<file path="config.mk">
export PLATFORM = sky130hd
export DESIGN_NAME = bslb_fifo
export DESIGN_NICKNAME = d
export VERILOG_FILES = /design/src/bslb_pkg.sv /design/src/bslb_fifo.sv
export SDC_FILE = /design/constraint.sdc
export NUM_CORES = 1
export LEC_CHECK = 0
export ABC_AREA = 0
export BUFFER_PORTS_ARGS = -buffer_cell sky130_fd_sc_hd__buf_2
export CELL_PAD_IN_SITES_DETAIL_PLACEMENT = 1
export CELL_PAD_IN_SITES_GLOBAL_PLACEMENT = 1
export CORE_ASPECT_RATIO = 1.75
export CORE_MARGIN = 2
export CORE_UTILIZATION = 50
export CTS_BUF_LIST = sky130_fd_sc_hd__clkbuf_8
export DETAILED_ROUTE_END_ITERATION = 8
export GPL_TIMING_DRIVEN = 0
export PLACE_DENSITY_LB_ADDON = 0.05
export SETUP_SLACK_MARGIN = 0.1
export SLEW_MARGIN = 20
export SYNTH_ARGS = -nofsm -noshare
export SYNTH_HDL_FRONTEND = slang
export SYNTH_SLANG_ARGS = --single-unit
export TNS_END_PERCENT = 100
</file>
<file path="constraint.sdc">
create_clock -name i_clk -period 7.1 [get_ports i_clk]
set_input_delay 1.065 -clock i_clk [delete_from_list [all_inputs] [get_ports i_clk]]
set_output_delay 1.065 -clock i_clk [all_outputs]
set_load 0.01 [all_outputs]
</file>
<file path="src/bslb_pkg.sv">
// Shared types, codes and helpers of the brush stamp line blitter.
package bslb_pkg;

    localparam int NUM_W   = 18;
    localparam int CRD_W   = 14;
    localparam int Q_DEPTH = 4;
    localparam int Q_AW    = 2;

    localparam logic [1:0] ACT_STROKE = 2'd0;
    localparam logic [1:0] ACT_TEXEL  = 2'd1;
    localparam logic [1:0] ACT_READ   = 2'd2;
    localparam logic [1:0] ACT_CLEAR  = 2'd3;

    localparam logic [2:0] CFG_RED    = 3'd0;
    localparam logic [2:0] CFG_GREEN  = 3'd1;
    localparam logic [2:0] CFG_BLUE   = 3'd2;
    localparam logic [2:0] CFG_STEPS  = 3'd3;
    localparam logic [2:0] CFG_MASK_W = 3'd4;
    localparam logic [2:0] CFG_MASK_H = 3'd5;
    localparam logic [2:0] CFG_LOADED = 3'd6;

    typedef enum logic [2:0] {
        OP_NONE,
        OP_STAMP,
        OP_TEXEL,
        OP_READ,
        OP_CLEAR
    } t_op;

    typedef enum logic [3:0] {
        B_CLEAR,
        B_IDLE,
        B_RD_ADDR,
        B_RD_DATA,
        B_STEP,
        B_DIV,
        B_SETUP,
        B_CLIP,
        B_ISSUE,
        B_MIX,
        B_WRITE,
        B_FIN
    } t_back_state;

    typedef struct packed {
        logic [7:0] red;
        logic [7:0] green;
        logic [7:0] blue;
        logic [6:0] steps;
        logic [6:0] mask_w;
        logic [6:0] mask_h;
        logic       loaded;
    } t_cfg;

    typedef struct packed {
        t_op                op;
        logic [10:0]        ox;
        logic [9:0]         oy;
        logic signed [11:0] dx;
        logic signed [10:0] dy;
        logic [6:0]         steps;
        logic [6:0]         mw;
        logic [6:0]         mh;
        logic [11:0]        tidx;
        logic [7:0]         tval;
    } t_cmd;

    typedef struct packed {
        logic full;
        logic empty;
    } t_q_stat;

    typedef struct packed {
        logic boot;
    } t_back_stat;

    function automatic logic [6:0] f_clamp7(input logic [6:0] v, input int hi);
        logic [6:0] r;
        r = v;
        if (v == 7'd0) begin
            r = 7'd1;
        end else if (int'(v) > hi) begin
            r = 7'(hi);
        end
        return r;
    endfunction

    // exact s / 255 for s below 65280
    function automatic logic [7:0] f_div255(input logic [15:0] s);
        logic [16:0] t;
        t = {1'b0, s} + 17'd1 + {9'b0, s[15:8]};
        return t[15:8];
    endfunction

endpackage

</file>
<file path="src/bslb_fifo.sv">
// Short command queue between the front end and the back end.
module bslb_fifo (
    input  logic              i_clk,
    input  logic              i_rst_n,
    input  logic              i_push,
    input  bslb_pkg::t_cmd    i_cmd,
    input  logic              i_pop,
    output bslb_pkg::t_cmd    o_head,
    output bslb_pkg::t_q_stat o_stat
);
    import bslb_pkg::*;

    t_cmd            r_mem [Q_DEPTH];
    logic [Q_AW-1:0] r_wp, r_rp;
    logic [Q_AW:0]   r_cnt;
    logic            w_push, w_pop;

    assign o_stat.full  = (r_cnt == (Q_AW+1)'(Q_DEPTH));
    assign o_stat.empty = (r_cnt == '0);
    assign w_push = i_push && !o_stat.full;
    assign w_pop  = i_pop && !o_stat.empty;
    assign o_head = r_mem[r_rp];

    always_ff @(posedge i_clk) begin
        if (w_push) begin
            r_mem[r_wp] <= i_cmd;
        end
    end

    always_ff @(posedge i_clk) begin
        if (!i_rst_n) begin
            r_wp  <= '0;
            r_rp  <= '0;
            r_cnt <= '0;
        end else begin
            if (w_push) begin
                r_wp <= r_wp + 1'b1;
            end
            if (w_pop) begin
                r_rp <= r_rp + 1'b1;
            end
            r_cnt <= r_cnt + (Q_AW+1)'(w_push) - (Q_AW+1)'(w_pop);
        end
    end
endmodule

</file>
; Word level (Yosys, flattened, before mapping)
; Memory sizes are Yosys's and may differ from the RTL's. A register that Yosys moved wholly into a read port is not among the register bits.
; Index checks and enable logic that the tools add are counted.
[word_totals]
wordCells = 18
memories = 1
register_bits = 7
in_bits = 92
out_inout_bits = 90
mem_bits_rw = 352
[memory_table]
columns = name, words, word_bits, read_ports, rd_clocked_by_memory_dff, wr, line_no
row1 = r_mem, 4, 88, 1, 1, 1, bslb_fifo.sv:13  ; t_cmd r_mem [Q_DEPTH];
[classes]
n_reduce_logical = 5
n_mux = 4
eq_ne = 1
n_addsub = 4
[op_table]
columns = operator, n
row1 = "2-bit by 1-bit adder with 2-bit output, second input constant", 2
row2 = 2-bit 2-to-1 mux, 2
row3 = 3-bit by 1-bit adder with 3-bit output, 1
row4 = "3-bit == test, second input constant", 1
row5 = 3-bit logical NOT, 1
row6 = 3-bit by 1-bit subtractor with 3-bit output, 1
row7 = 1-bit logical AND, 2
row8 = 1-bit logical NOT, 2
row9 = 1-bit 2-to-1 mux, 2

; Depth between registers and ports, before layout
; Gate-level depths: netlist (run 1).
[depth]
ltp_word = 5
depth_mapped = 11
depth_no_buf = 10

; Worst setup path after synthesis (run 1)
; Ideal clock, no wire load.
[synth_timing]
path_type = input to register
startpoint = input port i_push
endpoint = memory r_mem[0][0] in the netlist's numbering (enable)
setup_ns = 0.456
n_path_buf = 1
t_arrival_ns = 3.487
t_required_ns = 6.644
path_slack_ns = 3.156
path_stages = 3
path_cell_list = nor2b_1 clkbuf_1 and2_1
[synth_between]
elab_chain_len = 3
[synth_lines]
columns = item, line_no
row1 = "start, declared", bslb_fifo.sv:5  ; input logic i_push,
row2 = 1-bit logical AND, bslb_fifo.sv:20  ; assign w_push = i_push && !o_stat.full;
row3 = 1-bit 2-to-1 mux, bslb_fifo.sv:25  ; if (w_push) begin
row4 = 1-bit 2-to-1 mux (not written as such), bslb_fifo.sv:26  ; r_mem[r_wp] <= i_cmd;
row5 = "end, declared", bslb_fifo.sv:13
; No other way between the ends.

==> results by stage, run 1 <==
Route:
- Using the TritonRoute via totals, the vias-per-cell ratio works out to 5.49.
- For this run, the detailed router's first-pass iteration total came to 5.
- For this block, the routed nets add up to 26,100 um of wire.
- The detailed router's first-iteration violation count is 302.
- After detailed routing, the number of remaining DRC violations is 0.
- In the final routed layout, each cell accounts on average for 23.4 um.
- The final route contains 6,101 vias.
- The antenna violation net count after detailed routing is 0.

STA:
- Derived from the worst setup path, the maximum achievable clock frequency is 302 MHz.
- Of the available clock period, the critical path in the final layout requires 46.7%.
- For the final database, setup skew stands at 19.7 ps.
- Setup total negative slack on the finished layout was measured at 0 ps.
- The max-slew headroom at the worst pin is 56.1%.
- The worst path needs 3310 ps of the cycle, external delays included.
- The final count of negative-setup-slack endpoints is 0.
- The number of failing hold endpoints at the final stage is 0.
- The worst-margin pin slew is 658 ps.
- The number of pins exceeding their max-slew limit in the final report is 0.
- Setup repair after global routing left no endpoint under its margin.

Final layout:
- The final layout contains 850 nets.
- In the final layout, the multi-input gates occupy 2260 um^2.
- The antenna cell count is 0.
- The fraction of layout instances using a drive strength above 1 is 45.5%.
- The count of fill cells added during filler insertion is 2,178.
- The footprint of the flip-flops and latches is 10,800 um^2.
- The area added between synthesis and finish is 18.3%.

Setup path:
- STA classifies the critical path startpoint as a register.
- For the worst setup path, the data required time is 6030 ps.
- In this run the worst path has a maximum fanout of 10.
- STA classifies the critical path endpoint as a primary output.
- The setup path with the least slack is of type reg -> out.
- The arrival time of the worst setup path is 2250 ps.

Pwr:
- The analysis attributes to cell leakage a power of 0.00533 uW.
- The worst vdd rail ir drop is 0.000224 V.
- The design draws 5290 uW.
- The power density over cell area is 340 nW/um^2.

Die:
- The floorplan has 78 rows.
- The die is 219 um tall.
- After floorplanning, the core was sized to cover 25,900 um^2.
- The die covers 27,700 um^2.
- The initial core utilization is 50.9%.
- The chip width is 127 um.
- In this run the count of I/O pins placed on the die edge is 182.

Synth:
- The sequential fraction of the synthesis area is 81.7%.
- The largest family of logic cells by synthesized area is multiplexers.
- Sorting the synthesized cells by area gives the leading types as edfxtp_1, mux4_2, dfxtp_1.
- The share of synthesized registers carrying an async set or reset is 0%.
- The count of yosys warnings during synthesis is 0.
- The number of nets in the synthesized netlist is 610.
- Synthesis instantiated 22 different standard cells from the library.
- The cell type with the largest total area after synthesis is edfxtp_1.
- In this run the mean area of a mapped cell was 25.8 um^2.
- By count the netlist is led by edfxtp_1, mux4_2, buf_2.
- The compound-gate portion of the synthesized area is 0.171%.
- In the post-synthesis netlist, the cell with the most instances is edfxtp_1.
- The area share of xor/xnor cells in the synthesized design is 0.133%.
- Of the total synthesized cell area, the portion taken by full adders, half adders and majority gates is 0.723%.
- The number of synthesized flops with an enable pin is 352.
- The multiplexer share of the synthesized area is 15.2%.
- The cell area after synthesis is 13,200 um^2.
- Of the post-synthesis cell area, the dominant cell type holds 80.3%.
- Summing the areas of all and, or, nand and nor instances in the mapped netlist gives 0.827% of the synthesized area.
- The post-synthesis register bit count is 361.
- The cell count after synthesis is 511.
- Among all flip-flop cells after synthesis, the most frequent one is edfxtp_1.

Global routing:
- The number of antenna violations at the first check in global routing was 1.
- The first global-routing pass estimated 40,100 um of wire.
- The via count of the first global-routing pass is 7,014.
- Entering global routing, the biggest net connects 41 pins.
- The total overflow left after global routing is 0.
- Global routing used 19.5% of the available tracks across all layers.

Job:
- The tool flagged a number of max-cap violations equal to 0.

Clocking:
- In this run the post-CTS setup repair buffer count came out at 0.
- The deepest clock path buffer count is 3.
- The clock latency on the worst-skew pair is 590 ps.
- The quantity of hold-fixing buffers added after cts is 0.
- The root buffer cell chosen for the clock tree is clkbuf_8.
- The TritonCTS clock tree is built.
- The H-tree depth reported by CTS is 2.
- After clock tree synthesis, the clock-pin slew on the worst setup and hold paths is 70 ps.
- The count of cells resized by post-cts repair is 0.
- The number of clock buffers added by TritonCTS is 50.
- CTS saw 361 sinks.

Placement:
- The placer's final routability congestion estimate is 0.675.
- The number of I/O port buffers is 180.
- The placed wire-length estimate is 17,000 um.

Outcome:
- The flow ran to the end, and the final reports show no timing, DRC or antenna violations.

Worst hold path:
- The tightest min-delay check is of the reg -> reg type.
[cell type report]
| type | instances | area share (%) |
|---|---|---|
| inverter | 6 | 0.145 |
| tap | 320 | 2.57 |
| buffer | 22 | 0.916 |
| clock buffer | 57 | 5.04 |
| sequential | 361 | 69.0 |
| multi-input combinational | 122 | 14.5 |
| timing repair buffer | 188 | 6.86 |
| clock inverter | 36 | 0.932 |
[sequential cells by signal, summed over array words and instances, names as in the netlist, named ones only]
| name | flops |
|---|---|
| r_cnt | 3 |
| r_mem | 352 |
| r_rp | 2 |
| r_wp | 2 |
[report_power, final]
group	internal (uW)	total, uW	switching [uW]
clock network	733	1470	736
logic	566	1180	618
registers	2580	2640	54.1
total	3880	5290	1410
[per-stage QoR]
| step | utilization (%) | hold WS [ps] | instances | cell area (um^2) | worst slack, ps |
|---|---|---|---|---|---|
| 4_1_cts | 60.2 | 511 | 1112 | 15600 | 3670 |
| 6_report | 60.2 | 507 | 1112 | 15600 | 3790 |
| 3_3_place_gp | 55.9 | 474 | 1011 | 14500 | 1350 |
| 2_1_floorplan | - | 461 | 511 | 13200 | 3160 |
| 3_5_place_dp | 56.6 | 500 | 1019 | 14600 | 3930 |
| 5_1_grt | 60.2 | 542 | 1112 | 15600 | 3630 |
[placed cells by master (no fill, tap or decap), drive strengths merged]
master  count
clkinv     17
mux4       88
nor3        1
nor3b       1
nand2       6
or4bb       1
nor2b       2
or3         1
mux2i       2
inv        25
edfxtp    352
ha          6
dfxtp       9
buf       203
fa          1
xnor2       2
o21ai       3
a21boi      1
clkbuf     64
and2        7
[layer usage]
metal | track usage [%] | routed length, um
met1 | 20.8 | 9030
met4 | 7.51 | 812
met5 | 0 | 0
met3 | 4.58 | 1350
met2 | 36.7 | 14900
[cells by family after synthesis]
| family | Yosys count |
|---|---|
| AOI/OAI and AO/OA | 4 |
| xor gates and xnor gates | 2 |
| adders and majority gates | 7 |
| buffers and inverters | 28 |
| DFF | 361 |
| muxes | 90 |
| and+or+nand+nor | 19 |
[worst paths after layout]
check | cells after the start | slack (ps) | endpoint | from
hold reg to reg | 2 | 510 | r_rp[0]$_SDFFE_PN0P_ | r_rp[0]$_SDFFE_PN0P_
setup / recovery | 5 | 3790 | o_head[74] | register
hold / removal | 2 | 510 | r_rp[0]$_SDFFE_PN0P_ | r_rp[0]$_SDFFE_PN0P_
setup reg to reg | 11 | 4610 | r_cnt[2]$_SDFF_PN0_ | r_cnt[2]$_SDFF_PN0_
[critical path, cell delays in order, from the launching register on]
cell and delay [ps]:
dfxtp_1 310, buf_2 210, buf_2 300, buf_2 320
mux4_2 360, buf_2 160
Note: power is estimated with default switching activity, not from simulation.
==> run 2: changes to the inputs <==
- CORE_UTILIZATION: 50 -> 47
- clock period: 7.1 -> 2.7 ns (I/O delays scaled with it)
==> run 2 against run 1 <==
Highest routed layer unchanged. Power grew to 2.7 times the previous value. Via count is 2.2% higher. Combinational power grew to 2.7 times the previous value.
==> results by stage, run 2 (synthesis gave the netlist of run 1 again) <==
Outcome:
- The flow ran to the end, and the final reports show no timing, DRC or antenna violations.

Final layout:
- The register with the most flip-flops in the final layout is r_mem.
- The number of flip-flops under the largest register name was 352 (unchanged).
- The area added between synthesis and finish is 23.0%.
- The post-layout instance area is 16,200 um^2 (+4.0%).
- The count of fill cells added during filler insertion is 2,443 (+12%).
- The largest registers in the layout are r_mem x352, r_cnt x3.
- The fraction of layout instances using a drive strength above 1 is 43.4% (-2.0 points).
- The total number of nets in the final design is 900 (+5.9%).
- The library cells used most frequently in the layout, excluding fill and tap cells, are edfxtp_1, buf_2, mux4_2, clkbuf_8, dlygate4sd3_1.
- The area taken by multi-input logic gates is 2260 um^2 (unchanged).
- The leading cell type in the layout, fill and taps excluded is edfxtp_1.
- The footprint of the flip-flops and latches came to 10,800 um^2 (unchanged).

Setup path:
- The arrival time of the worst setup path is 2070 ps (-180 ps).
- The kind of start point of the critical path is a register.
- The cell that appears most often on the critical path is buf_12.
- The element type at the critical path end is a primary output.
- The top cell family by delay on the critical path is buffers and inverters.
- The classification of the worst setup path is reg -> out.
- The data required time at the worst endpoint is 2300 ps (-3730 ps).
- The maximum net fanout on the critical path is 10 (unchanged).
- The largest incremental delay on the critical path was 530 ps (+170 ps).
- The count of buffering cells on the critical path with inverters included was 4 (unchanged).
- For this design, the slowest cell found on the critical path is mux4_2.
- Walking the worst path, the cells encountered are buf_6 > buf_12 > buf_12 > mux4_2 > buf_2.
- The reg-to-reg critical path startpoint is r_cnt[2]$_SDFF_PN0_.

STA:
- The period utilization is 91.7%.
- The worst hold-check slack came to 35.5 ps (-471 ps).
- The number of failing hold endpoints at the final stage was 0 (unchanged).
- The maximum operating frequency is 404 MHz.
- The max-slew headroom at the worst pin was 64.2% (+8.1 points).
- The final count of negative-setup-slack endpoints was 0 (unchanged).
- The final clock skew is 28.0 ps (+8.35 ps).
- The worst-margin pin slew is 537 ps (-121 ps).
- The final sum of negative setup slack is 0 ps (unchanged).
- The number of pins exceeding their max-slew limit in the final report is 0 (unchanged).
- Setup repair after global routing left no endpoint under its margin.
- For the finished layout, the period the worst path requires is 2480 ps.

Clocking:
- TritonCTS built the clock tree.
- The clock transition at the registers of the reported paths came to 60 ps (about the same).
- The number of setup buffers added after CTS came to 0 (unchanged).
- The clock root buffer master is clkbuf_8.
- The CTS buffer count is 50 (unchanged).
- The clock latency on the worst-skew pair is 600 ps (about the same).
- The deepest clock path buffer count is 3 (unchanged).
- The H-tree depth reported by CTS came to 2 (unchanged).
- The TritonCTS sink count is 361 (unchanged).

Route:
- The overall via count from detail_route is 6,237 (+2.2%).
- The DRC violation count after routing is 0 (unchanged).
- The mean number of vias per cell was 5.15 (-6.2%).
- The number of iterations in the first detailed-routing pass is 4 (-1).
- The wire length after detailed routing was 26,800 um (+2.8%).
- The average routed wire per standard cell was 22.1 um (-5.7%).
- The antenna violation net count after detailed routing is 0 (unchanged).
- The detailed router's first-iteration violation count is 325 (+7.6%).

Placement:
- The number of I/O port buffers was 180 (unchanged).
- The placer's final routability congestion estimate is 0.686 (+1.6%).
- The area after detailed placement is 14,700 um^2 (+0.56%).
- The placed wire-length estimate was 16,500 um (-3.0%).

Pwr:
- The worst vdd rail ir drop is 0.000547 V (+140%).
- The leakage power summed over all cells is 0.00556 uW (+4.2%).
- The power density over cell area is 869 nW/um^2 (+160%).

Die:
- The height of the chip was 225 um (+3.1%).
- The overall die area is 29,400 um^2 (+6.2%).
- The initial core utilization was 47.4% (-3.5 points).
- The standard-cell row count is 81 (+3.8%).
- The number of placed I/O pins was 182 (unchanged).
- The chip width was 130 um (+3.0%).
- The core area is 27,800 um^2 (+7.4%).

Global routing:
- The via count of the first global-routing pass was 7,192 (+2.5%).
- The wire length of the first global-routing pass is 40,500 um (+1.0%).
- The number of antenna violations at the first check in global routing was 1 (unchanged).
- The combined global-route utilization of all metal layers is 18.7% (-0.71 points).
- The largest net degree at the start of global routing was 41 (unchanged).
- The total overflow reported by the global router came to 0 (unchanged).

Job:
- The max-capacitance violation count is 0 (unchanged).

Worst hold path:
- The path class of the tightest hold or removal check is in -> reg.
- The hold path startpoint is i_cmd[64].
[run 2: power breakdown]
| part | switching, uW | total [uW] | internal [uW] |
|---|---|---|---|
| combinational | 1660 | 3230 | 1570 |
| sequential | 137 | 6920 | 6790 |
| clock | 1940 | 3930 | 1990 |
| total | 3730 | 14100 | 10300 |
[run 2: metrics by stage]
step           instances  total power [uW]  setup slack, ps  utilization, %
2_1_floorplan        511              8980              305               -
3_3_place_gp        1064             10100             -676            52.3
3_5_place_dp        1072             10300              200            53.0
4_1_cts             1211             14300             39.4            58.2
5_1_grt             1211             14700             89.6            58.3
6_report            1212             14100              223            58.3
[run 2: cell type report]
cell class | count | area share [%]
Sequential cell | 361 | 66.4
Multi-Input combinational cell | 122 | 13.9
Timing Repair Buffer | 238 | 9.78
Clock buffer | 56 | 4.76
Tap cell | 373 | 2.88
Buffer | 22 | 1.13
Clock inverter | 33 | 0.981
Inverter | 6 | 0.139
Antenna cell | 1 | 0.0155
[run 2: worst paths after layout]
path / endpoint / slack (ps) / cells after the start
worst max register to register: r_cnt[2]$_SDFF_PN0_ / 270 / 11
worst min-delay path: r_mem[0][64]$_DFFE_PP_ / 40 / 1
worst min register to register: r_wp[1]$_SDFFE_PN0P_ / 530 / 2
worst max-delay path: o_head[66] / 220 / 5
[run 2: routing by layer]
layer / vias to the layer above / GRT usage [%] / part of all wire [%]
met4: 0 / 6.25 / 2.3
li1: 2762 / - / -
met2: 161 / 34.9 / 56
met3: 43 / 4.15 / 4.7
met5: - / 0 / 0
met1: 3271 / 20.8 / 37
[run 2: repair_timing]
action / in CTS / in global routing
hold buffers: 50 / 0
setup endpoints to repair: 80 / 44
gates resized for setup: 12 / 7
hold endpoints to repair: 167 / 0
