$ cat src/bslb_pkg.sv
// Shared types, codes and helpers of the brush stamp line blitter.
package bslb_pkg;

    localparam int NUM_W   = 18;
    localparam int CRD_W   = 14;
    localparam int Q_DEPTH = 4;
    localparam int Q_AW    = 2;

    localparam logic [1:0] ACT_STROKE = 2'd0;
    localparam logic [1:0] ACT_TEXEL  = 2'd1;
    localparam logic [1:0] ACT_READ   = 2'd2;
    localparam logic [1:0] ACT_CLEAR  = 2'd3;

    localparam logic [2:0] CFG_RED    = 3'd0;
    localparam logic [2:0] CFG_GREEN  = 3'd1;
    localparam logic [2:0] CFG_BLUE   = 3'd2;
    localparam logic [2:0] CFG_STEPS  = 3'd3;
    localparam logic [2:0] CFG_MASK_W = 3'd4;
    localparam logic [2:0] CFG_MASK_H = 3'd5;
    localparam logic [2:0] CFG_LOADED = 3'd6;

    typedef enum logic [2:0] {
        OP_NONE,
        OP_STAMP,
        OP_TEXEL,
        OP_READ,
        OP_CLEAR
    } t_op;

    typedef enum logic [3:0] {
        B_CLEAR,
        B_IDLE,
        B_RD_ADDR,
        B_RD_DATA,
        B_STEP,
        B_DIV,
        B_SETUP,
        B_CLIP,
        B_ISSUE,
        B_MIX,
        B_WRITE,
        B_FIN
    } t_back_state;

    typedef struct packed {
        logic [7:0] red;
        logic [7:0] green;
        logic [7:0] blue;
        logic [6:0] steps;
        logic [6:0] mask_w;
        logic [6:0] mask_h;
        logic       loaded;
    } t_cfg;

    typedef struct packed {
        t_op                op;
        logic [10:0]        ox;
        logic [9:0]         oy;
        logic signed [11:0] dx;
        logic signed [10:0] dy;
        logic [6:0]         steps;
        logic [6:0]         mw;
        logic [6:0]         mh;
        logic [11:0]        tidx;
        logic [7:0]         tval;
    } t_cmd;

    typedef struct packed {
        logic full;
        logic empty;
    } t_q_stat;

    typedef struct packed {
        logic boot;
    } t_back_stat;

    function automatic logic [6:0] f_clamp7(input logic [6:0] v, input int hi);
        logic [6:0] r;
        r = v;
        if (v == 7'd0) begin
            r = 7'd1;
        end else if (int'(v) > hi) begin
            r = 7'(hi);
        end
        return r;
    endfunction

    // exact s / 255 for s below 65280
    function automatic logic [7:0] f_div255(input logic [15:0] s);
        logic [16:0] t;
        t = {1'b0, s} + 17'd1 + {9'b0, s[15:8]};
        return t[15:8];
    endfunction

endpackage

$ cat src/bslb_front.sv
// Front end: accepts words, classifies them and tracks the last stroke point.
module bslb_front #(
    parameter int CANVAS_WIDTH  = 1024,
    parameter int CANVAS_HEIGHT = 768,
    parameter int MASK_MAX      = 64,
    parameter int STEPS_MAX     = 64
) (
    input  logic                    i_clk,
    input  logic                    i_rst_n,
    input  logic                    start,
    output logic                    busy,
    input  logic [1:0]              i_action,
    input  logic [10:0]             i_coord_x,
    input  logic [9:0]              i_coord_y,
    input  logic                    i_new_stroke,
    input  logic [11:0]             i_texel_index,
    input  logic [7:0]              i_texel_value,
    input  bslb_pkg::t_cfg          i_cfg,
    input  bslb_pkg::t_q_stat       i_q,
    input  bslb_pkg::t_back_stat    i_back,
    output logic                    o_push,
    output bslb_pkg::t_cmd          o_cmd
);
    import bslb_pkg::*;

    localparam int MASK_DEPTH = MASK_MAX * MASK_MAX;

    logic [10:0] r_last_x, n_last_x;
    logic [9:0]  r_last_y, n_last_y;
    logic [10:0] w_ox;
    logic [9:0]  w_oy;
    logic        w_acc;

    assign busy  = i_q.full || i_back.boot;
    assign w_acc = start && !busy;
    assign o_push = w_acc;

    assign w_ox = i_new_stroke ? i_coord_x : r_last_x;
    assign w_oy = i_new_stroke ? i_coord_y : r_last_y;

    always_comb begin
        o_cmd       = '0;
        o_cmd.op    = OP_NONE;
        o_cmd.tidx  = i_texel_index;
        o_cmd.tval  = i_texel_value;
        o_cmd.ox    = i_coord_x;
        o_cmd.oy    = i_coord_y;
        n_last_x    = r_last_x;
        n_last_y    = r_last_y;
        unique case (i_action)
            ACT_STROKE: begin
                if (i_cfg.loaded) begin
                    o_cmd.op    = OP_STAMP;
                    o_cmd.ox    = w_ox;
                    o_cmd.oy    = w_oy;
                    o_cmd.dx    = $signed({1'b0, i_coord_x}) - $signed({1'b0, w_ox});
                    o_cmd.dy    = $signed({1'b0, i_coord_y}) - $signed({1'b0, w_oy});
                    o_cmd.mw    = f_clamp7(i_cfg.mask_w, MASK_MAX);
                    o_cmd.mh    = f_clamp7(i_cfg.mask_h, MASK_MAX);
                    o_cmd.steps = f_clamp7(i_cfg.steps, STEPS_MAX);
                    if (i_new_stroke || (i_coord_x == w_ox && i_coord_y == w_oy)) begin
                        o_cmd.steps = 7'd1;
                    end
                    n_last_x = i_coord_x;
                    n_last_y = i_coord_y;
                end
            end
            ACT_TEXEL: begin
                if (32'(i_texel_index) < 32'(MASK_DEPTH)) begin
                    o_cmd.op = OP_TEXEL;
                end
            end
            ACT_READ: begin
                if (32'(i_coord_x) < 32'(CANVAS_WIDTH) &&
                    32'(i_coord_y) < 32'(CANVAS_HEIGHT)) begin
                    o_cmd.op = OP_READ;
                end
            end
            ACT_CLEAR: begin
                o_cmd.op = OP_CLEAR;
            end
            default: begin
                o_cmd.op = OP_NONE;
            end
        endcase
    end

    always_ff @(posedge i_clk) begin
        if (!i_rst_n) begin
            r_last_x <= '0;
            r_last_y <= '0;
        end else if (w_acc) begin
            r_last_x <= n_last_x;
            r_last_y <= n_last_y;
        end
    end
endmodule

$ cat config.mk
export PLATFORM = sky130hd
export DESIGN_NAME = bslb_front
export DESIGN_NICKNAME = d
export VERILOG_FILES = /design/src/bslb_pkg.sv /design/src/bslb_front.sv
export SDC_FILE = /design/constraint.sdc
export NUM_CORES = 1
export LEC_CHECK = 0
export ABC_CLOCK_PERIOD_IN_PS = 4700
export BUFFER_PORTS_ARGS = -buffer_cell sky130_fd_sc_hd__buf_2
export CAP_MARGIN = 10
export CORE_UTILIZATION = 42
export CTS_CLUSTER_SIZE = 12
export DETAILED_ROUTE_END_ITERATION = 8
export PLACE_DENSITY = 0.82
export SLEW_MARGIN = 10
export SYNTH_ARGS = -nofsm -noshare
export SYNTH_HDL_FRONTEND = slang
export SYNTH_SLANG_ARGS = --single-unit
export TNS_END_PERCENT = 1
$ cat constraint.sdc
create_clock -name i_clk -period 4.7 [get_ports i_clk]
set_input_delay 1.175 -clock i_clk [delete_from_list [all_inputs] [get_ports i_clk]]
set_output_delay 1.175 -clock i_clk [all_outputs]
set_load 0.03 [all_outputs]
* Word level (Yosys, flattened, before mapping)
Cells that the tools add are included.
** Word-level totals
- Register bits :: 21
- Input port bits :: 96
- Word-level logic and storage cells :: 38
** Cells by class
- Add/subtract/negate cells :: 2
- Order comparisons :: 5
- Equality and inequality tests :: 5
- Mux-type cells :: 13
- Reduce and logical (&&, ||, !) cells :: 11
** Operators with widths (number)
- 2-to-1 mux 66 bit :: 1
- 2-to-1 mux 65 bit :: 1
- 2-to-1 mux 7 bit :: 7
- > comparator 7 bit (second input constant) :: 3
- zero test 7 bit :: 3
- case mux 3 bit (4 select lines) :: 1
- subtractor 11 x 11 -> 12 bit :: 1
- equality test 11 bit :: 1
- < comparator 11 bit (second input constant) :: 1
- 2-to-1 mux 11 bit :: 1
- subtractor 10 x 10 -> 11 bit :: 1
- equality test 10 bit :: 1
- < comparator 10 bit (second input constant) :: 1
- 2-to-1 mux 10 bit :: 1
- equality test 2 bit (second input constant) :: 2
- logical AND 1 bit :: 3
- AND reduction 3 bit :: 1
- equality test 2 x 1 -> 1 bit (second input constant) :: 1
- zero test 2 bit :: 1
- logical OR 1 bit :: 2
- 2-to-1 mux 2 bit :: 1
- zero test 1 bit :: 1

* Logic depth before layout (Yosys ltp)
Gate-level depths: netlist of run 1.
- Depth in word-level cells :: 7
- Mapped depth :: 11

* Worst setup path before layout of run 1
OpenSTA, ideal clock, no wires.
- Kind :: input-to-output
- From :: input port i_new_stroke
- To :: output port o_cmd[46] (netlist name)
- Arrival time :: 3.496 ns
- Path slack :: 0.029 ns
- Stages :: 9
- Buffers on the path :: 2
- Cells stage by stage :: clkbuf_1 buf_2 mux2i_1 ha_1 nor2b_1 o21bai_1 a21boi_0 o21a_1 nor3_1
** RTL lines
- start: declaration :: line bslb_front.sv:15 : input logic i_new_stroke,
- end: declaration :: line bslb_front.sv:22 : output bslb_pkg::t_cmd o_cmd

==> reports/results.tsv, run 1 <==
stage	metric	value	unit
timing	RSZ-0062 raised after global routing	true	
yosys	Main synth FF type	dfxtp_1	
clock_network	postcts setup bufs	0	
setup_path	crit-path max cell delay	0.42	ns
drt	Via density	5.33	
yosys	Synth Instances	372	
place	Post-DP Area	3170	um^2
timing	Final Hold Vio Count	0	
setup_path	critical path class	in -> out	
pwr	Logic pwr share	0.495	
pwr	leakage	1.61	nW
yosys	Yosys warnings	0	
floorplanning	area of the die	6660	um^2
floorplanning	Site Rows	28	
setup_path	Max Fanout on Critical Path	13	
final_layout	fraction of layout instances using a drive strength above 1	0.298	
floorplanning	Starting Density	0.442	
global_route	first-pass GRT wire length	10.9	mm
clock_network	clock sinks	21	
timing	fin crit period	4.58	ns
timing	final setup fails	0	
setup_path	arrival time worst endpoint	3.41	ns
global_route	all-layer global routing usage	0.213	
yosys	register area share after synthesis	0.158	
timing	skew final	0	ns
setup_path	WP data required	3.52	ns
clock_network	clk slew on worst S/H paths	0.08	ns
yosys	Mean Syn Cell Area	7.15	um^2
yosys	area of the mapped netlist	2660	um^2
clock_network	H-tree levels	1	
global_route	vias in the first global route	2490	
drt	First DRT Iteration DRCs	94	
worst_hold_path	hold-critical path depth	2	
floorplanning	core area	6030	um^2
clock_network	buffer depth of the longest clock path	2	
yosys	top cells by count, synth	73 x nand2_1, 28 x nor2_1, 27 x o21ai_0	
yosys	top area cells in the synthesized netlist	dfxtp_1 16%, ha_1 12%, nand2_1 10%	
drt	drt first pass iters	4	
setup_path	Crit-path slowest cell	fa_1	
yosys	synthesis-stage register bit count	21	
yosys	area share of the largest cell type after synthesis	0.158	
clock_network	Hold Buf Count CTS	0	
pwr	Power Density	189	nW/um^2
yosys	count leader, synth	nand2_1	
job	max_cap viols	0	
yosys	asr flop ratio synth	0	
pwr	Sw Pwr	0.259	mW
global_route	gr ovfl total	0	
final_layout	post-route design area	3250	um^2
clock_network	clock tree root buffer cell	clkbuf_8	
floorplanning	Die Height	81.6	um
floorplanning	Die W	81.6	um
place	Post-Place Cells	534	
drt	DR vias	2865	
place	hpwl dp	5.76	mm
clock_network	clock latency on the worst-skew pair	0.27	ns
place	PortBufs	120	
pwr	Clock power frac	0.211	
timing	final period utilization	0.975	
pwr	internal power	0.354	mW
yosys	Synth cell types	43	
worst_hold_path	Min-Delay Path Class	reg -> reg	
final_layout	fin cells	538	
timing	fin worst setup slack	0.120	ns
global_route	pin count of the biggest net entering global routing	43	
timing	Relative slew margins	0.425	
yosys	Syn Nets	496	
final_layout	Final Net Count	588	
setup_path	r2r worst-path depth	2	
setup_path	critical-path cell list	buf_2 -> buf_12 -> mux2_2 -> ha_1 -> inv_1 -> fa_1 -> nand3_1 -> nand2_1 -> a21oi_2 -> nor2_1 -> a2111oi_4 -> buf_4	
clock_network	CTS tree	yes	
floorplanning	io pins	186	
setup_path	element type at the critical path start	primary input	
drt	antenna-violating nets left	0	
yosys	number of synthesized flops with an enable pin	0	
timing	measured slew at the worst slew-check pin	0.863	ns
drt	DRC errors left	0	
final_layout	Antenna Cells	0	
clock_network	CTS Buf Count	3	
place	pre-CTS setup slack	0.0601	ns
final_layout	Area Growth Syn to Fin	22.0	%
drt	drt total wl	7.33	mm
yosys	cell accounting for the most synthesized area	dfxtp_1	
pwr	Peak VDD IR	0.109	mV
pwr	share of power burned in registers	0.293	
place	Placer Congestion	0.903	
timing	Slew Limit Fails	0	
timing	FMAX	218	MHz
outcome	outcome	finished clean	
drt	DR WL/cell	13.6	um
pwr	switch share	0.422	
setup_path	CP Capture Type	output pin	
global_route	initial antenna violation count	0	
==> cell type report <==
| cell class | count | area, um^2 |
|---|---|---|
| Clock buffer | 4 | 45.0 |
| Fill cell | 594 | 2780 |
| Inverter | 7 | 26.3 |
| Multi-Input combinational cell | 307 | 2020 |
| Sequential cell | 21 | 420 |
| Tap cell | 75 | 93.8 |
| Timing Repair Buffer | 124 | 646 |
==> cells by family (layout without fill, tap and decap cells) <==
| group | count (synthesis) | in the layout | share of synthesized area |
|---|---|---|---|
| simple gates | 151 | 151 | 0.262 |
| flops | 21 | 21 | 0.158 |
| buf+inv | 44 | 135 | 0.0954 |
| mux | 22 | 22 | 0.0837 |
| xor+xnor | 13 | 13 | 0.0428 |
| fa+ha+maj | 28 | 28 | 0.137 |
| compound gates | 93 | 93 | 0.221 |
==> critical path, delay by kind of cell <==
kind,cells,cell delay [ns]
buffers and inverters,4,0.61
adders and majority gates,2,0.59
AOI/OAI and AO/OA,2,0.49
and+or+nand+nor,3,0.30
muxes,1,0.24
==> registers in the layout, summed over array words and instances (netlist names) <==
signal,count
r_last_x,11
r_last_y,10
==> through the flow <==
stage               utilization  setup TNS [ns]  hold WS (ns)  total power, mW
floorplan                     -               0         0.441            0.424
global placement          0.526               0         0.448            0.476
detailed placement        0.526               0         0.457            0.481
CTS                       0.534               0         0.469            0.612
global route              0.539         -0.0533         0.485            0.650
finish                    0.539               0         0.465            0.612
==> cell usage in the layout (no fill, tap or decap), drive strengths merged, types with 3 or more instances in the layout <==
master	count
buf	124
nand2	73
nor2	28
o21ai	28
ha	26
a21boi	24
and2	23
dfxtp	21
a21oi	20
mux2i	20
nor3	9
inv	7
xor2	7
xnor2	6
a21o	5
nand3	4
o21a	4
a31oi	4
clkbuf	4
o21bai	3
==> repair_timing <==
action,in CTS,in global routing
endpoints found under the setup margin,0,9
resized for setup,0,6
endpoints found under the hold margin,0,0
==> metal layers <==
metal	vias to the layer above	GRT usage	routed length (um)
met2	113	0.422	3720
met1	1305	0.220	2970
met3	11	0.0289	462
met5	-	0	0
li1	1436	-	-
met4	0	0.0877	165
==> power groups by stage <==
| stage | Combinational, mW | Sequential (mW) | Clock (mW) |
|---|---|---|---|
| 5_1_grt | 0.331 | 0.180 | 0.139 |
| 2_1_floorplan | 0.240 | 0.184 | 0 |
| 3_3_place_gp | 0.293 | 0.184 | 0 |
| 6_report | 0.303 | 0.180 | 0.129 |
| 4_1_cts | 0.299 | 0.180 | 0.133 |
| 3_5_place_dp | 0.297 | 0.184 | 0 |
==> path summary, 6_finish.rpt <==
path	start	to	slack, ns
worst max register to register	r_last_y[7]$_SDFFE_PN0P_	r_last_y[7]$_SDFFE_PN0P_	4.01
worst min-delay path	r_last_y[8]$_SDFFE_PN0P_	r_last_y[8]$_SDFFE_PN0P_	0.47
worst max-delay path	i_new_stroke	o_cmd[51]	0.12
worst min register to register	r_last_y[8]$_SDFFE_PN0P_	r_last_y[8]$_SDFFE_PN0P_	0.47
No activity file was read; power rests on OpenSTA's default activity.
==> run 2, diff against run 1 <==
--- a/config.mk
+++ b/config.mk
@@ -5,13 +5,13 @@
 export SDC_FILE = /design/constraint.sdc
 export NUM_CORES = 1
 export LEC_CHECK = 0
-export ABC_CLOCK_PERIOD_IN_PS = 4700
+export ABC_CLOCK_PERIOD_IN_PS = 3900
 export BUFFER_PORTS_ARGS = -buffer_cell sky130_fd_sc_hd__buf_2
 export CAP_MARGIN = 10
-export CORE_UTILIZATION = 42
+export CORE_UTILIZATION = 38
 export CTS_CLUSTER_SIZE = 12
 export DETAILED_ROUTE_END_ITERATION = 8
-export PLACE_DENSITY = 0.82
+export PLACE_DENSITY = 0.78
 export SLEW_MARGIN = 10
 export SYNTH_ARGS = -nofsm -noshare
 export SYNTH_HDL_FRONTEND = slang
==> constraint.sdc (replaced) <==
create_clock -name i_clk -period 3.9 [get_ports i_clk]
set_input_delay 0.975 -clock i_clk [delete_from_list [all_inputs] [get_ports i_clk]]
set_output_delay 0.975 -clock i_clk [all_outputs]
set_load 0.03 [all_outputs]
==> reports/results.tsv, run 2 (synthesis gave the netlist of run 1 again) <==
stage	metric	value	unit
outcome	outcome	finished clean	
timing	Slew Limit Fails	0	
place	PortBufs	120	
final_layout	Biggest register	r_last_x	
floorplanning	Starting Density	0.392	
final_layout	post-route design area	3820	um^2
pwr	leakage	1.82	nW
setup_path	critical path class	in -> out	
place	hpwl dp	6.32	mm
global_route	first-pass GRT wire length	12.6	mm
global_route	gr ovfl total	0	
job	max_cap viols	0	
drt	Via density	5.13	
final_layout	commonest non-fill, non-tap cell in the layout	buf_2	
drt	DR WL/cell	13.5	um
drt	drt first pass iters	6	
setup_path	crit-path max cell delay	0.33	ns
place	Placer Congestion	0.920	
floorplanning	area of the die	7340	um^2
timing	final setup fails	0	
clock_network	clock latency on the worst-skew pair	0.27	ns
final_layout	max reg flops	11	
timing	final period utilization	0.993	
global_route	all-layer global routing usage	0.211	
timing	fin crit period	3.87	ns
clock_network	clock tree root buffer cell	clkbuf_8	
final_layout	most frequent cells in the layout	111 x buf_2, 72 x nand2_1, 50 x buf_4, 26 x nor2_1, 25 x ha_1	
global_route	initial antenna violation count	0	
clock_network	CTS tree	yes	
clock_network	Hold Buf Count CTS	0	
setup_path	critical-path cell list	buf_6 -> buf_4 -> mux2i_1 -> ha_1 -> nand2_1 -> buf_4 -> o21ai_4 -> a31oi_2 -> a21o_1 -> a21oi_4 -> buf_6	
floorplanning	Die W	85.7	um
worst_hold_path	Min-Delay Path Class	reg -> reg	
clock_network	clk slew on worst S/H paths	0.09	ns
place	pre-CTS setup slack	-0.272	ns
timing	FMAX	258	MHz
global_route	pin count of the biggest net entering global routing	35	
drt	antenna-violating nets left	0	
final_layout	Final Net Count	631	
setup_path	element type at the critical path start	primary input	
place	Post-DP Area	3560	um^2
timing	fin worst setup slack	0.0259	ns
drt	DR vias	3089	
floorplanning	io pins	186	
timing	Final Hold Vio Count	0	
setup_path	WP data required	2.92	ns
setup_path	Max Fanout on Critical Path	6	
floorplanning	Die Height	85.7	um
final_layout	Area Growth Syn to Fin	43.4	%
timing	RSZ-0062 raised after global routing	true	
drt	drt total wl	8.15	mm
pwr	Peak VDD IR	0.183	mV
clock_network	clock sinks	21	
timing	skew final	0	ns
clock_network	buffer depth of the longest clock path	2	
final_layout	fraction of layout instances using a drive strength above 1	0.409	
setup_path	Crit-path slowest cell	ha_1	
clock_network	H-tree levels	1	
pwr	Power Density	216	nW/um^2
floorplanning	Site Rows	30	
setup_path	CP Capture Type	output pin	
final_layout	Antenna Cells	0	
drt	DRC errors left	0	
clock_network	CTS Buf Count	3	
setup_path	arrival time worst endpoint	2.90	ns
drt	First DRT Iteration DRCs	139	
final_layout	Largest regs	r_last_x x11, r_last_y x10	
timing	measured slew at the worst slew-check pin	0.891	ns
global_route	vias in the first global route	2891	
floorplanning	core area	6790	um^2
timing	Relative slew margins	0.406	
[run 2: layer usage]
layer  up-vias  GRT usage  routed length [um]
li1       1527          -                   -
met1      1429      0.229                3300
met2       119      0.418                4260
met3        14     0.0241                 470
met4         0     0.0742                 125
met5         -          0                   0
[run 2: path summary, 6_finish.rpt]
check                           startpoint                        to  slack (ns)  cells past startpoint
setup / recovery              i_new_stroke                 o_cmd[62]        0.03                     11
hold reg to reg   r_last_y[1]$_SDFFE_PN0P_  r_last_y[1]$_SDFFE_PN0P_        0.47                      2
hold / removal    r_last_y[1]$_SDFFE_PN0P_  r_last_y[1]$_SDFFE_PN0P_        0.47                      2
setup reg to reg  r_last_x[5]$_SDFFE_PN0P_  r_last_x[5]$_SDFFE_PN0P_        3.20                      2
[run 2: power breakdown]
| part | switching [mW] | internal (mW) |
|---|---|---|
| registers | 0.000940 | 0.216 |
| clock network | 0.0836 | 0.0715 |
| logic | 0.258 | 0.193 |
[run 2: final cells by class]
| class | count | area, um^2 |
|---|---|---|
| clock inverter | 1 | 5.00 |
| multi-input combinational | 307 | 2200 |
| sequential | 21 | 420 |
| timing repair buffer | 167 | 1010 |
| clock buffer | 3 | 41.3 |
| fill | 592 | 2980 |
| tap | 96 | 120 |
| inverter | 7 | 26.3 |
[run 2: worst max-delay path: cells and delay by family]
family	cells	cell delay (ns)
AO/OA/AOI/OAI	4	0.68
AND/OR/NAND/NOR	1	0.14
multiplexers	1	0.14
buffers and inverters	4	0.63
adder cells (fa/ha/maj)	1	0.33
[run 2: stage by stage]
| step | std cells | setup TNS (ns) | util | hold slack [ns] | total power [mW] |
|---|---|---|---|---|---|
| detailed placement | 597 | -2.47 | 0.524 | 0.456 | 0.639 |
| floorplan | 372 | -0.130 | - | 0.441 | 0.519 |
| global placement | 597 | -1.43 | 0.524 | 0.448 | 0.629 |
| global route | 602 | -0.364 | 0.562 | 0.492 | 0.872 |
| CTS | 602 | 0 | 0.547 | 0.470 | 0.807 |
| finish | 602 | 0 | 0.562 | 0.469 | 0.823 |
[run 2: what timing repair did]
item / CTS / global route
gates resized for setup: 24 / 23
setup endpoints to repair: 19 / 16
buffers inserted: 1 / 0
pin swaps: 4 / 4
==> run 3, diff against run 2 <==
--- a/config.mk
+++ b/config.mk
@@ -11,6 +11,7 @@
 export CORE_UTILIZATION = 38
 export CTS_CLUSTER_SIZE = 12
 export DETAILED_ROUTE_END_ITERATION = 8
+export GPL_TIMING_DRIVEN = 0
 export PLACE_DENSITY = 0.78
 export SLEW_MARGIN = 10
 export SYNTH_ARGS = -nofsm -noshare
==> reports/results.tsv, run 3 (synthesis gave the netlist of run 1 again) <==
stage	metric	value	unit
final_layout	commonest non-fill, non-tap cell in the layout	buf_2	
outcome	outcome	finished with violations	
final_layout	Antenna Cells	0	
pwr	share of power burned in registers	0.247	
final_layout	max reg flops	11	
worst_hold_path	WHS Endpoint	r_last_y[9]$_SDFFE_PN0P_	
timing	measured slew at the worst slew-check pin	0.547	ns
timing	FMAX	255	MHz
drt	Via density	5.20	
job	max_cap viols	0	
pwr	Tot Pwr	0.879	mW
setup_path	WP data required	2.92	ns
clock_network	clock tree root buffer cell	clkbuf_8	
clock_network	buffer depth of the longest clock path	2	
worst_hold_path	hold path start	r_last_y[9]$_SDFFE_PN0P_	
setup_path	element type at the critical path start	primary input	
timing	final setup fails	3	
clock_network	Hold Buf Count CTS	0	
worst_hold_path	hold-critical path depth	2	
clock_network	clk slew on worst S/H paths	0.09	ns
pwr	Sw Pwr	0.380	mW
floorplanning	io pins	186	
final_layout	Fillers	571	
clock_network	clock latency on the worst-skew pair	0.26	ns
timing	fin worst setup slack	-0.0255	ns
setup_path	reg-to-reg slack, setup	3.19	ns
timing	fin crit period	3.93	ns
timing	skew final	0	ns
pwr	leakage	1.92	nW
setup_path	r2r worst-path depth	2	
final_layout	Biggest register	r_last_x	
setup_path	critical-path cell list	clkbuf_16 -> buf_12 -> mux2_4 -> ha_4 -> inv_2 -> fa_2 -> a21oi_2 -> o21ai_2 -> a31oi_2 -> a21o_1 -> a21oi_4 -> buf_6	
drt	DRC errors left	0	
drt	DR vias	3246	
floorplanning	core area	6790	um^2
setup_path	critical path class	in -> out	
final_layout	post-route design area	4180	um^2
global_route	pin count of the biggest net entering global routing	13	
pwr	Logic pwr share	0.579	
floorplanning	Die Height	85.7	um
setup_path	Crit path buffers/inverters	4	
timing	Slew Limit Fails	0	
drt	DR WL/cell	14.2	um
drt	drt total wl	8.88	mm
global_route	initial antenna violation count	0	
timing	Relative slew margins	0.635	
timing	Hold Slack	0.470	ns
place	hpwl dp	6.59	mm
setup_path	reg2reg start	r_last_x[5]$_SDFFE_PN0P_	
clock_network	CTS Buf Count	3	
timing	final period utilization	1.01	
setup_path	crit-path max cell delay	0.32	ns
global_route	first-pass GRT wire length	13.0	mm
final_layout	Largest regs	r_last_x x11, r_last_y x10	
setup_path	Reg-to-Reg End	r_last_x[5]$_SDFFE_PN0P_	
setup_path	CP Launch Point	i_new_stroke	
setup_path	CP Capture Type	output pin	
setup_path	Crit-path slowest cell	mux2_4	
final_layout	fin util	0.616	
floorplanning	Site Rows	30	
pwr	Clock power frac	0.174	
pwr	Power Density	210	nW/um^2
outcome	failing checks	setup timing	
floorplanning	area of the die	7340	um^2
final_layout	Area Growth Syn to Fin	57.2	%
place	Placer Congestion	0.935	
floorplanning	Starting Density	0.392	
pwr	internal power	0.499	mW
pwr	switch share	0.432	
worst_hold_path	Min-Delay Path Class	reg -> reg	
setup_path	CP delay by family, top	compound AO/OA/AOI/OAI gates	
global_route	all-layer global routing usage	0.224	
drt	antenna-violating nets left	0	
clock_network	clock sinks	21	
place	PortBufs	139	
final_layout	fraction of layout instances using a drive strength above 1	0.472	
place	pre-CTS setup slack	-0.471	ns
timing	Final Hold Vio Count	0	
drt	drt first pass iters	4	
clock_network	CTS tree	yes	
pwr	Peak VDD IR	0.140	mV
floorplanning	Die W	85.7	um
global_route	gr ovfl total	0	
place	Post-DP Area	3520	um^2
setup_path	arrival time worst endpoint	2.95	ns
setup_path	Max Fanout on Critical Path	5	
drt	First DRT Iteration DRCs	152	
final_layout	Final Net Count	653	
timing	RSZ-0062 raised after global routing	true	
final_layout	most frequent cells in the layout	137 x buf_2, 69 x nand2_1, 33 x buf_4, 25 x o21ai_0, 25 x nor2_1	
clock_network	H-tree levels	1	
global_route	vias in the first global route	2923	
[run 3: cell types whose count changed in the layout (fill, tap and decap cells not counted), sizes merged]
cell / before / now
buf: 167 / 182
clkbuf: 3 / 10
[run 3: worst max-delay path by stage]
stage / to / slack [ns] / cells after the start
6_report: o_cmd[62] / -0.03 / 12
5_1_grt: o_cmd[39] / -0.09 / 11
4_1_cts: o_cmd[62] / -0.06 / 12
3_5_place_dp: o_cmd[35] / -0.47 / 10
3_3_place_gp: o_cmd[38] / -0.42 / 10
2_1_floorplan: o_cmd[46] / -0.05 / 9
[run 3: routing by layer]
metal  wire length (um)  track usage  up-vias
met5                  0            0        -
met4                275       0.0848        0
met3                532       0.0164       27
met2               4540        0.436      157
met1               3530        0.251     1491
li1                   -            -     1571
[run 3: repair_timing]
item                                    in CTS  in global routing
buffers inserted                             6                  6
pin swaps                                   11                 22
endpoints found under the setup margin      20                 19
gates resized for setup                     51                 49
cloned                                       1                  0
hold endpoints to repair                     0                  0
[run 3: power by group through the flow]
stage	Sequential [mW]	Clock, mW	Combinational (mW)
after floorplan	0.221	0	0.298
after global placement	0.221	0	0.411
after detailed placement	0.222	0	0.418
after CTS	0.217	0.153	0.460
after global routing	0.217	0.164	0.545
final	0.217	0.153	0.508
[run 3: stage by stage]
| step | std cells | TNS (ns) |
|---|---|---|
| after floorplan | 372 | -0.130 |
| after global placement | 607 | -4.93 |
| after detailed placement | 607 | -5.47 |
| after CTS | 618 | -0.333 |
| after global routing | 624 | -0.785 |
| final | 624 | -0.0531 |
[run 3: layout make-up]
class / count / area [um^2] / share of cell area
well taps: 96 / 120 / 0.0287
clock buffers: 3 / 41.3 / 0.00987
flip-flops and latches: 21 / 420 / 0.100
multi-input cells: 307 / 2410 / 0.577
repair buffers: 152 / 877 / 0.210
plain buffers: 37 / 279 / 0.0667
clock inverters: 1 / 5.00 / 0.00120
inverters: 7 / 26.3 / 0.00628
[run 3: worst reg2reg max path: stages, from the launching register on]
cell and delay, ns:
dfxtp_1 0.38, nand2_1 0.07, a21boi_0 0.19
